File: src/rtl/core/srp_pkg.sv
// Shared types, constants and register codes of the shelf rectangle packer.
package srp_pkg;

  // Field and register widths.
  localparam int DimW  = 15;
  localparam int CurW  = 16;
  localparam int PadW  = 8;
  localparam int AddrW = 5;
  localparam int DataW = 32;

  // Largest height that a doubling may ever produce.
  localparam int DIM_LIMIT = 16384;

  // Register indexes (byte address divided by four).
  localparam logic [2:0] REG_ATLAS_WIDTH = 3'd0;
  localparam logic [2:0] REG_INIT_HEIGHT = 3'd1;
  localparam logic [2:0] REG_MAX_HEIGHT  = 3'd2;
  localparam logic [2:0] REG_PAD_X       = 3'd3;
  localparam logic [2:0] REG_PAD_Y       = 3'd4;
  localparam logic [2:0] REG_SIZE_LOCKED = 3'd5;

  // Request operation codes.
  localparam logic OP_PLACE = 1'b0;
  localparam logic OP_CLEAR = 1'b1;

  // Result status codes.
  typedef enum logic [1:0] {
    ST_OK          = 2'd0,
    ST_TOO_WIDE    = 2'd1,
    ST_LOCKED      = 2'd2,
    ST_RESIZE_FAIL = 2'd3
  } status_t;

  // Configuration register file contents.
  typedef struct packed {
    logic [DimW-1:0] atlas_width;
    logic [DimW-1:0] initial_height;
    logic [DimW-1:0] max_height;
    logic [PadW-1:0] pad_x;
    logic [PadW-1:0] pad_y;
    logic            size_locked;
  } srp_cfg_t;

  // Register values that take effect at the next edge, with the restart flag.
  typedef struct packed {
    logic     restart;
    srp_cfg_t regs;
  } srp_cfg_upd_t;

  localparam srp_cfg_t CFG_RESET = '{
    atlas_width:    15'd1024,
    initial_height: 15'd256,
    max_height:     15'd16384,
    pad_x:          8'd1,
    pad_y:          8'd1,
    size_locked:    1'b0
  };

endpackage

File: src/rtl/core/srp_if.sv
// Request and result channel interfaces of the shelf rectangle packer.
interface srp_req_if;
  import srp_pkg::*;
  logic            valid;
  logic            ready;
  logic            op;
  logic [DimW-1:0] rect_width;
  logic [DimW-1:0] rect_height;

  modport source (output valid, output op, output rect_width, output rect_height,
                  input ready);
  modport sink   (input valid, input op, input rect_width, input rect_height,
                  output ready);
endinterface

interface srp_rsp_if;
  import srp_pkg::*;
  logic            valid;
  logic            ready;
  logic [1:0]      status;
  logic [DimW-1:0] place_x;
  logic [DimW-1:0] place_y;
  logic [DimW-1:0] current_height;

  modport source (output valid, output status, output place_x, output place_y,
                  output current_height, input ready);
  modport sink   (input valid, input status, input place_x, input place_y,
                  input current_height, output ready);
endinterface

File: src/rtl/core/srp_cfg.sv
// APB register file of the shelf rectangle packer.
module srp_cfg (
  input  logic                        clk,
  input  logic                        rst,
  input  logic                        psel,
  input  logic                        penable,
  input  logic                        pwrite,
  input  logic [srp_pkg::AddrW-1:0]   paddr,
  input  logic [srp_pkg::DataW-1:0]   pwdata,
  output logic [srp_pkg::DataW-1:0]   prdata,
  output logic                        pready,
  output srp_pkg::srp_cfg_t           cfg,
  output srp_pkg::srp_cfg_upd_t       cfg_upd
);
  import srp_pkg::*;

  logic       wr_en;
  logic [2:0] idx;

  assign pready = 1'b1;
  assign idx    = paddr[AddrW-1:2];
  assign wr_en  = psel && penable && pwrite;

  // Next values; a new initial height or padding restarts the packer.
  always_comb begin
    cfg_upd.regs    = cfg;
    cfg_upd.restart = 1'b0;
    if (wr_en) begin
      unique case (idx)
        REG_ATLAS_WIDTH: cfg_upd.regs.atlas_width = pwdata[DimW-1:0];
        REG_INIT_HEIGHT: begin
          cfg_upd.regs.initial_height = pwdata[DimW-1:0];
          cfg_upd.restart             = 1'b1;
        end
        REG_MAX_HEIGHT:  cfg_upd.regs.max_height = pwdata[DimW-1:0];
        REG_PAD_X: begin
          cfg_upd.regs.pad_x = pwdata[PadW-1:0];
          cfg_upd.restart    = 1'b1;
        end
        REG_PAD_Y: begin
          cfg_upd.regs.pad_y = pwdata[PadW-1:0];
          cfg_upd.restart    = 1'b1;
        end
        REG_SIZE_LOCKED: cfg_upd.regs.size_locked = pwdata[0];
        default: ;
      endcase
    end
  end

  // Register storage.
  always_ff @(posedge clk) begin
    if (rst) begin
      cfg <= CFG_RESET;
    end else begin
      cfg <= cfg_upd.regs;
    end
  end

  // Read data, zero extended.
  always_comb begin
    unique case (idx)
      REG_ATLAS_WIDTH: prdata = DataW'(cfg.atlas_width);
      REG_INIT_HEIGHT: prdata = DataW'(cfg.initial_height);
      REG_MAX_HEIGHT:  prdata = DataW'(cfg.max_height);
      REG_PAD_X:       prdata = DataW'(cfg.pad_x);
      REG_PAD_Y:       prdata = DataW'(cfg.pad_y);
      REG_SIZE_LOCKED: prdata = DataW'(cfg.size_locked);
      default:         prdata = '0;
    endcase
  end

endmodule

File: src/rtl/core/srp_place.sv
// Shelf placement logic: cursor state, fit tests and the result register.
module srp_place (
  input  logic                  clk,
  input  logic                  rst,
  srp_req_if.sink               req,
  srp_rsp_if.source             rsp,
  input  srp_pkg::srp_cfg_t     cfg,
  input  srp_pkg::srp_cfg_upd_t cfg_upd
);
  import srp_pkg::*;

  // Packer state.
  logic [CurW-1:0] cursor_x;
  logic [CurW-1:0] cursor_y;
  logic [DimW-1:0] row_tallest;
  logic [DimW-1:0] height_now;
  logic            any_placed;

  logic            accept;
  logic            too_wide;
  logic            over_y;
  logic            over_x;
  logic            over_row;
  logic            grow;
  logic            wrap;
  logic            too_big;
  logic            place_ok;
  logic [CurW:0]   doubled;
  logic [CurW+1:0] row_sum;
  logic [CurW-1:0] row_y;
  logic [CurW-1:0] base_x;
  logic [CurW-1:0] base_y;
  logic [DimW-1:0] base_tall;
  logic [CurW+1:0] adv_sum;
  logic [CurW-1:0] adv_x;
  logic [DimW-1:0] height_next;
  status_t         status_next;

  assign req.ready = !rsp.valid || rsp.ready;
  assign accept    = req.valid && req.ready;

  // Fit tests, all done wide enough that nothing wraps.
  always_comb begin
    too_wide = req.rect_width > cfg.atlas_width;
    over_y   = (17'(req.rect_height) + 17'(cursor_y)) > 17'(height_now);
    over_x   = (17'(req.rect_width) + 17'(cursor_x)) > 17'(cfg.atlas_width);
    over_row = (18'(req.rect_height) + 18'(row_tallest) + 18'(cursor_y))
               > 18'(height_now);
    grow     = over_y || (over_x && over_row);
    wrap     = !over_y && over_x && !over_row;
    doubled  = {2'b00, height_now} << 1;
    too_big  = (doubled > 17'(cfg.max_height)) || (doubled > 17'(DIM_LIMIT));
  end

  // Status of a place request.
  always_comb begin
    priority if (too_wide) begin
      status_next = ST_TOO_WIDE;
    end else if (grow && cfg.size_locked) begin
      status_next = ST_LOCKED;
    end else if (grow && too_big) begin
      status_next = ST_RESIZE_FAIL;
    end else begin
      status_next = ST_OK;
    end
    place_ok = (req.op == OP_PLACE) && (status_next == ST_OK);
  end

  // Position after an optional new row, and the cursor advance past the rectangle.
  always_comb begin
    row_sum   = 18'(cursor_y) + 18'(row_tallest) + 18'(cfg.pad_y);
    row_y     = (row_sum > 18'({CurW{1'b1}})) ? {CurW{1'b1}} : row_sum[CurW-1:0];
    base_x    = (grow || wrap) ? CurW'(cfg.pad_x) : cursor_x;
    base_y    = (grow || wrap) ? row_y : cursor_y;
    base_tall = (grow || wrap) ? '0 : row_tallest;
    adv_sum   = 18'(base_x) + 18'(req.rect_width) + 18'(cfg.pad_x);
    adv_x     = (adv_sum > 18'({CurW{1'b1}})) ? {CurW{1'b1}} : adv_sum[CurW-1:0];
    height_next = (place_ok && grow) ? doubled[DimW-1:0] : height_now;
  end

  // State registers: reset, restart on a configuration write, then requests.
  always_ff @(posedge clk) begin
    if (rst) begin
      cursor_x    <= CurW'(CFG_RESET.pad_x);
      cursor_y    <= CurW'(CFG_RESET.pad_y);
      row_tallest <= '0;
      height_now  <= CFG_RESET.initial_height;
      any_placed  <= 1'b0;
    end else if (cfg_upd.restart) begin
      cursor_x    <= CurW'(cfg_upd.regs.pad_x);
      cursor_y    <= CurW'(cfg_upd.regs.pad_y);
      row_tallest <= '0;
      height_now  <= cfg_upd.regs.initial_height;
      any_placed  <= 1'b0;
    end else if (accept) begin
      if (req.op == OP_CLEAR) begin
        if (any_placed) begin
          cursor_x    <= CurW'(cfg.pad_x);
          cursor_y    <= CurW'(cfg.pad_y);
          row_tallest <= '0;
          any_placed  <= 1'b0;
        end
      end else if (place_ok) begin
        cursor_x    <= adv_x;
        cursor_y    <= base_y;
        row_tallest <= (req.rect_height > base_tall) ? req.rect_height : base_tall;
        height_now  <= height_next;
        any_placed  <= 1'b1;
      end
    end
  end

  // Result register; a result holds until taken, which lets the next request in.
  always_ff @(posedge clk) begin
    if (rst) begin
      rsp.valid <= 1'b0;
    end else if (accept) begin
      rsp.valid <= 1'b1;
    end else if (rsp.ready) begin
      rsp.valid <= 1'b0;
    end
    if (accept) begin
      rsp.status         <= (req.op == OP_CLEAR) ? ST_OK : status_next;
      rsp.place_x        <= place_ok ? base_x[DimW-1:0] : '0;
      rsp.place_y        <= place_ok ? base_y[DimW-1:0] : '0;
      rsp.current_height <= height_next;
    end
  end

`ifndef SYNTH
  // A clear always reports success with a zero offset.
  a_clear_result: assert property (@(posedge clk) disable iff (rst)
    accept && (req.op == OP_CLEAR) |=>
      rsp.valid && (rsp.status == ST_OK) && (rsp.place_x == '0) && (rsp.place_y == '0))
    else $error("clear request did not give a clean success result");

  // A refused request carries no placement offset.
  a_error_no_offset: assert property (@(posedge clk) disable iff (rst)
    rsp.valid && (rsp.status != ST_OK) |-> (rsp.place_x == '0) && (rsp.place_y == '0))
    else $error("error result carries a placement offset");

  // The placed flag drops only on a clear, a restart or a reset.
  a_placed_fall: assert property (@(posedge clk) disable iff (rst)
    $fell(any_placed) |->
      $past(rst) || $past(cfg_upd.restart) || $past(accept && (req.op == OP_CLEAR)))
    else $error("placed flag dropped without a clear or restart");

  // The height moves only on an accepted request, a restart or a reset.
  a_height_change: assert property (@(posedge clk) disable iff (rst)
    !$stable(height_now) |-> $past(rst) || $past(cfg_upd.restart) || $past(accept))
    else $error("atlas height changed without a request");
`endif

endmodule

File: src/rtl/core/shelf_rectangle_packer_top.sv
// Top level of the shelf rectangle packer: APB registers and placement logic.
//
// The packer places rectangles into an atlas row by row and takes one request
// in every clock cycle while results are taken as they appear. A result is
// registered in the cycle after acceptance; while it waits, the next request
// is accepted in the same cycle that it leaves. The rate is set by the
// combinational fit test and cursor update on the state registers. Registers
// lie at byte address 4*i; writing the initial height or either padding
// restarts the packer with the new values. The user must write configuration
// only while no request is outstanding; the block does not enforce it.
module shelf_rectangle_packer_top (
  input  logic                      clk,
  input  logic                      rst,
  srp_req_if.sink                   req,
  srp_rsp_if.source                 rsp,
  input  logic                      psel,
  input  logic                      penable,
  input  logic                      pwrite,
  input  logic [srp_pkg::AddrW-1:0] paddr,
  input  logic [srp_pkg::DataW-1:0] pwdata,
  output logic [srp_pkg::DataW-1:0] prdata,
  output logic                      pready
);
  import srp_pkg::*;

  srp_cfg_t     cfg;
  srp_cfg_upd_t cfg_upd;

  // Configuration registers.
  srp_cfg u_cfg (
    .clk     (clk),
    .rst     (rst),
    .psel    (psel),
    .penable (penable),
    .pwrite  (pwrite),
    .paddr   (paddr),
    .pwdata  (pwdata),
    .prdata  (prdata),
    .pready  (pready),
    .cfg     (cfg),
    .cfg_upd (cfg_upd)
  );

  // Placement logic and result register.
  srp_place u_place (
    .clk     (clk),
    .rst     (rst),
    .req     (req),
    .rsp     (rsp),
    .cfg     (cfg),
    .cfg_upd (cfg_upd)
  );

endmodule

File: src/flat_wrapper.sv
// flat-port wrapper written by rule: the top's interface ports become plain ports
module shelf_rectangle_packer_top_flat import srp_pkg::*;
  (clk, rst, psel, penable, pwrite, paddr, pwdata, prdata, pready, req_valid, req_op, req_rect_width, req_rect_height, req_ready, rsp_valid, rsp_status, rsp_place_x, rsp_place_y, rsp_current_height, rsp_ready);
  srp_req_if req_i ();
  srp_rsp_if rsp_i ();
  input  logic clk;
  input  logic rst;
  input  logic psel;
  input  logic penable;
  input  logic pwrite;
  input  logic [srp_pkg::AddrW-1:0] paddr;
  input  logic [srp_pkg::DataW-1:0] pwdata;
  output logic [srp_pkg::DataW-1:0] prdata;
  output logic pready;
  input wire logic [$bits(req_i.valid)-1:0] req_valid;
  input wire logic [$bits(req_i.op)-1:0] req_op;
  input wire logic [$bits(req_i.rect_width)-1:0] req_rect_width;
  input wire logic [$bits(req_i.rect_height)-1:0] req_rect_height;
  output wire logic [$bits(req_i.ready)-1:0] req_ready;
  output wire logic [$bits(rsp_i.valid)-1:0] rsp_valid;
  output wire logic [$bits(rsp_i.status)-1:0] rsp_status;
  output wire logic [$bits(rsp_i.place_x)-1:0] rsp_place_x;
  output wire logic [$bits(rsp_i.place_y)-1:0] rsp_place_y;
  output wire logic [$bits(rsp_i.current_height)-1:0] rsp_current_height;
  input wire logic [$bits(rsp_i.ready)-1:0] rsp_ready;
  assign req_i.valid = req_valid;
  assign req_i.op = req_op;
  assign req_i.rect_width = req_rect_width;
  assign req_i.rect_height = req_rect_height;
  assign req_ready = req_i.ready;
  assign rsp_valid = rsp_i.valid;
  assign rsp_status = rsp_i.status;
  assign rsp_place_x = rsp_i.place_x;
  assign rsp_place_y = rsp_i.place_y;
  assign rsp_current_height = rsp_i.current_height;
  assign rsp_i.ready = rsp_ready;
  shelf_rectangle_packer_top u_core (.clk(clk), .rst(rst), .req(req_i), .rsp(rsp_i), .psel(psel), .penable(penable), .pwrite(pwrite), .paddr(paddr), .pwdata(pwdata), .prdata(prdata), .pready(pready));
endmodule
File: config.mk
export PLATFORM = sky130hd
export DESIGN_NAME = shelf_rectangle_packer_top_flat
export DESIGN_NICKNAME = d
export VERILOG_FILES = /design/src/rtl/core/srp_pkg.sv /design/src/rtl/core/srp_if.sv /design/src/rtl/core/srp_cfg.sv /design/src/rtl/core/srp_place.sv /design/src/rtl/core/shelf_rectangle_packer_top.sv /design/src/flat_wrapper.sv
export SDC_FILE = /design/constraint.sdc
export NUM_CORES = 1
export LEC_CHECK = 0
export BUFFER_PORTS_ARGS = -buffer_cell sky130_fd_sc_hd__buf_4
export CORE_UTILIZATION = 60
export CTS_BUF_LIST = sky130_fd_sc_hd__clkbuf_8 sky130_fd_sc_hd__clkbuf_16
export CTS_CLUSTER_DIAMETER = 50
export CTS_CLUSTER_SIZE = 28
export DETAILED_ROUTE_END_ITERATION = 10
export PLACE_DENSITY = 0.81
export SLEW_MARGIN = 20
export SYNTH_ARGS = -nofsm -noshare
export SYNTH_HDL_FRONTEND = slang
export SYNTH_SLANG_ARGS = --single-unit
File: constraint.sdc
create_clock -name clk -period 8.8 [get_ports clk]
set_input_delay 1.76 -clock clk [delete_from_list [all_inputs] [get_ports clk]]
set_output_delay 1.76 -clock clk [all_outputs]
set_load 0.01 [all_outputs]
After elaboration in Yosys (flattened, before gate mapping)
Index checks and enable logic that the tools add are counted.

cells by class
  magnitude comparators = 9
  eq/ne operators = 8
  $mul = 0
  muxes and demuxes = 40
  shift operators = 0
  reduce and logical (&&, ||, !) cells = 35
  bitwise gates (word level) = 1
  $add $sub $neg = 8
  div/mod/pow operators = 0

operators by type and width
  operator                                              number
  2-to-1 mux 15 bit                                     13
  2-to-1 mux 16 bit                                     10
  case mux 15 bit (6 select lines)                      1
  2-to-1 mux 63 bit                                     1
  > comparator 17 x 15 -> 1 bit                         3
  2-to-1 mux 8 bit                                      6
  adder 17 x 8 -> 18 bit                                2
  > comparator 18 x 16 -> 1 bit, second input constant  2
  adder 15 x 16 -> 17 bit                               2
  adder 16 x 15 -> 17 bit                               2
  > comparator 15 bit                                   2
  adder 16 x 16 -> 17 bit                               1
  adder 15 x 15 -> 16 bit                               1
  > comparator 16 x 15 -> 1 bit                         1
  > comparator 16 x 15 -> 1 bit, second input constant  1
  logical AND 1 bit                                     10
  nonzero test 2 bit                                    5
  AND reduction 3 bit                                   3
  AND reduction 2 bit                                   4
  equality test 3 x 2 -> 1 bit, second input constant   2
  equality test 3 bit, second input constant            2
  2-to-1 mux 1 bit                                      6
  2-to-1 mux 2 bit                                      3
  logical OR 1 bit                                      4
  11 further kinds                                      14

word-level totals
  latch bits = 0
  ROM bits = 0
  flip-flop bits (word level) = 173
  input bits = 75
  output and inout bits = 82
  bits in writable memories = 0
  word-level logic and storage cells = 120
  memories kept = 0

Logic depth before layout (Yosys ltp)
  word-level depth = 17
  depth in mapped cells = 37
  gate-level depth less buffers = 35

Hierarchy
From an unflattened synthesis, not the netlist that was laid out.

unflattened totals
  cells, all modules = 1714
  area, all modules = 15024.4 µm²

modules (own cells, without submodules)
  module     times used  seq. area each (µm²)  cells an instance  area each (µm²)
  srp_place  1           2692.6                1262               11109.4
  srp_cfg    1           1241.2                452                3915.0

Worst setup path before layout
No wires, ideal clock.

  path type = input-to-reg
  start point = in req_rect_width[0]
  end point = reg u_core.u_place.cursor_x[3]
  data arrival time = 8057 ps
  buffers on the path = 3
  library setup time = 91 ps
  path slack = 652 ps
  required time = 8709 ps
  stages = 34
  path through = ha_1 inv_1 fa_1 nor2b_1 o2111ai_1 nand3_1 and3_1 o21ai_0 o211ai_1 a21o_1 a21oi_1 xnor2_1 ha_1 o21ai_0 a21oi_1 or4b_1 a21oi_1 mux2_4 nand3_1 buf_2 buf_2 mux2i_1 fa_1 inv_1 ha_1 a211o_1 o211ai_1 a21oi_1 o21ai_0 a211o_1 a31oi_1 clkbuf_1 o221ai_1 a311oi_1

on the way
  longest elaborated chain between the ends = 14
  elaborated cells on any way between the ends = 26
  those cells by class = 3 x add/sub; 3 x order compare; 9 x mux; 11 x reduce/logical

ends and longest elaborated chain
  item                                                   line                              source
  start, declared                                        flat_wrapper.sv:17                input wire logic [$bits(req_i.rect_width)-1:0] req_rect_width;
  adder 15 x 16 -> 17 bit                                srp_place.sv:46                   over_x = (17'(req.rect_width) + 17'(cursor_x)) > 17'(cfg.atlas_width);
  > comparator 17 x 15 -> 1 bit                          srp_place.sv:46
  logical AND 1 bit, on equally long branches            srp_place.sv:49, srp_place.sv:50
  logical OR 1 bit or logical AND 1 bit (tied branches)  srp_place.sv:49, srp_place.sv:50
  logical OR 1 bit                                       srp_place.sv:73                   base_x = (grow || wrap) ? CurW'(cfg.pad_x) : cursor_x;
  2-to-1 mux 16 bit                                      srp_place.sv:73
  adder 16 x 15 -> 17 bit                                srp_place.sv:76                   adv_sum = 18'(base_x) + 18'(req.rect_width) + 18'(cfg.pad_x);
  adder 17 x 8 -> 18 bit                                 srp_place.sv:76
  > comparator 18 x 16 -> 1 bit                          srp_place.sv:77                   adv_x = (adv_sum > 18'({CurW{1'b1}})) ? {CurW{1'b1}} : adv_sum[CurW-1:0];
  2-to-1 mux 16 bit                                      srp_place.sv:77
  2-to-1 mux 16 bit                                      srp_place.sv:103                  end else if (place_ok) begin
  2-to-1 mux 16 bit                                      srp_place.sv:96                   if (req.op == OP_CLEAR) begin
  2-to-1 mux 8 bit                                       srp_place.sv:95                   end else if (accept) begin
  2-to-1 mux 8 bit                                       srp_place.sv:89                   end else if (cfg_upd.restart) begin
  end signal, assigned                                   srp_place.sv:90                   cursor_x <= CurW'(cfg_upd.regs.pad_x);
  end signal, assigned                                   srp_place.sv:98                   cursor_x <= CurW'(cfg.pad_x);
  end signal, assigned                                   srp_place.sv:104                  cursor_x <= adv_x;
  end, declared                                          srp_place.sv:13                   logic [CurW-1:0] cursor_x;

Parallel ways exist; a longest one is shown, timed or not. The select of a mux whose other input is x is not followed.
A chain may end at the register's enable or synchronous reset.

Final worst setup path
  start point = in req_rect_width[0]
  end point = reg u_core.u_place.cursor_x[5]

The elaborated chain is that of the path after synthesis.

==> metrics.cfg <==
[outcome]
status=completed

[cts]
cts.path.max_buffers=2
numCtsBuffers=17
cts.sink_count=173
clkLatencyLatePin_ps=450
root_buffer=clkbuf_16
hold_buffers=0
cts_tree=done
path_clk_slew_ps=70
h-tree-depth=4

[synthesis]
synth_enable_flop_cells=47
ys_warn_count=0
synth_most_common_cell=ha_1
async_reset_ff_share_pct=0
synth_area_leader_cell=dfxtp_1
ys_top_cells_by_area=dfxtp_1 18%, ha_1 16%, edfxtp_1 10%
ys_types=82
netlist.area_leader.share_pct=18.0
yosysSeqAreaShare_pct=28.1
synth_top_flop_cell=dfxtp_1
ys_ff_latch=173
syn_area_um2=14000
yosys-top-cells-count=178 x ha_1, 166 x nor2_1, 147 x nand2_1
syn_avg_cell_area_um2=8.68
syn_inst=1610

[timing]
worstMarginPinSlew_ps=939
tns_ps=0
period_needed_ps=8200
finalHoldViolCount=0
slew_viol_final=0
hold_slack_ps=478
finalCritPeriodShare_pct=93.2
rsz0062_at_grt=false
skew_ps=17.2
slew_headroom_pct=37.1
finalSetupViolCount=0
fmax_mhz=122

[global_routing]
antenna_found_initial=0
grt_pass1_wl_mm=62.2
grt_pass1_vias=11919
gr-total-overflow=0
grt.total_usage_pct=33.4
grt_max_degree=81

[floorplanning]
fp-row-count=55
design.core.area_um2=22800
io_pins=157
die_h_um=155
start_util_pct=61.4
fp.dieArea_um2=23900
die-width_um=155

[setup_path]
cp.required_ps=9080
cp_num_buf_inv=5
crit_path_start_kind=input pin
cp.arrival_ps=8480
critical_path_depth=35
path_max_fanout=22
rr_startpoint=u_core.u_place.cursor_x[0]
cpMaxStageDelayCell=or4b_1
r2r_cells=32
critPathMaxStageDelay_ps=530
crit_start=req_rect_width[0]
cp-end-kind=flip-flop
crit_type=in2reg
crit_family=compound AO/OA/AOI/OAI gates
r2r_slack_ps=1670
critPathMostFrequentCell=a21oi_1

[power]
total_power_uw=2190
powerDensity_nw_per_um2=139
leakagePower_uw=0.00686
ir_worst_vdd_mv=0.124

[hold_path]
min_path_type=reg2reg
worstHoldStart=u_core.u_cfg.cfg[30]
whs_path_depth=2

[placement]
dpl.hpwl_mm=30.3
dp.cells=2003
gp_congestion=0.923
numPortBuffers=119

[drt]
drt-total-wl_mm=39.3
dr.pass1.iters=6
routed-via-count=12594
drc=0
drt-initial-drc-count=1103
avgRoutedWirePerCell_um=19.3
ant_nets=0
via_per_inst=6.19

[final_layout]
nets=1998
final_cells=2035
syn_to_final_growth_pct=12.6
num-fill-cells=1774
drive_gt1_share_pct=12.6
antenna_cells=0

[run]
cap_viol_max_count=0

[worst paths after layout]
path | to
worst max-delay path | u_core.u_place.cursor_x[5]
worst min-delay path | u_core.u_cfg.cfg[30]
worst max register to register | u_core.u_place.cursor_x[5]
worst min register to register | u_core.u_cfg.cfg[30]
[cells by family after synthesis]
group                    Yosys count  synth area share (%)
XOR/XNOR                          56                  3.51
adder cells (fa/ha/maj)          214                  21.1
flip-flops                       173                  28.1
AND/OR/NAND/NOR                  491                  16.1
AO/OA/AOI/OAI                    431                  20.8
multiplexers                      62                  4.48
buffers and inverters            181                  5.76
other                              2                0.0537
[per-layer routing]
metal | global-route usage (%) | wire length [um] | vias to the layer above
met1 | 45.2 | 17100 | 5900
met2 | 52.9 | 17500 | 573
met3 | 4.90 | 3050 | 124
met4 | 14.6 | 1540 | 0
met5 | 0 | 0 | -
li1 | - | - | 5997
[report_power, final]
| group | switching [uW] | leakage [uW] | total [uW] | internal, uW |
|---|---|---|---|---|
| Clock | 383 | 0.000301 | 784 | 401 |
| Sequential | 22.1 | 0.00149 | 862 | 840 |
| Combinational | 325 | 0.00507 | 549 | 224 |
[per-stage QoR]
stage / cell area [um^2] / util (%) / setup WS [ps]
floorplan: 14000 / - / 652
global placement: 15100 / 66.3 / 200
detailed placement: 15100 / 66.3 / 34.2
CTS: 15700 / 69.0 / 484
global route: 15700 / 69.1 / 0.457
finish: 15700 / 69.1 / 599
[tightest hold or removal path: stages (launching register included)]
cell and delay, ps:
dfxtp_1 320, nand2_1 60, a21oi_1 50
[layout make-up]
class                   count  area [um^2]  share of cell area (%)
inverters                 100          375                    2.39
clock buffers              18          450                    2.86
flip-flops and latches    173         3930                    25.0
multi-input cells        1272         9330                    59.3
well taps                 313          392                    2.49
repair buffers            145         1090                    6.94
clock inverters            14          160                    1.02
[placed cells by master (no fill, tap or decap), types with 24 or more instances in the layout]
cell type / count
a21o_1: 33
a21oi_1: 141
buf_4: 144
dfxtp_1: 126
edfxtp_1: 47
fa_1: 36
ha_1: 178
inv_1: 99
mux2i_1: 58
nand2_1: 147
nand3_1: 24
nor2_1: 165
nor2b_1: 26
nor3_1: 45
o21ai_0: 59
xnor2_1: 43
[repair_timing]
| action | in CTS | in global routing |
|---|---|---|
| setup endpoints to repair | 0 | 6 |
| buffers inserted | 0 | 0 |
| resized for setup | 0 | 7 |
[flip-flops by register name, summed over array words and instances, names as in the netlist]
register and count:
u_core.u_place.cursor_y 16, u_core.u_place.cursor_x 16, u_core.u_place.rsp.status 2, u_core.u_place.rsp.place_x 15, u_core.u_place.rsp.current_height 15, u_core.u_place.height_now 15, u_core.u_place.rsp.place_y 15, u_core.u_cfg.cfg 62
u_core.u_place.any_placed 1, u_core.u_place.row_tallest 15, u_core.u_place.rsp.valid 1
(Power assumes the default switching activity.)
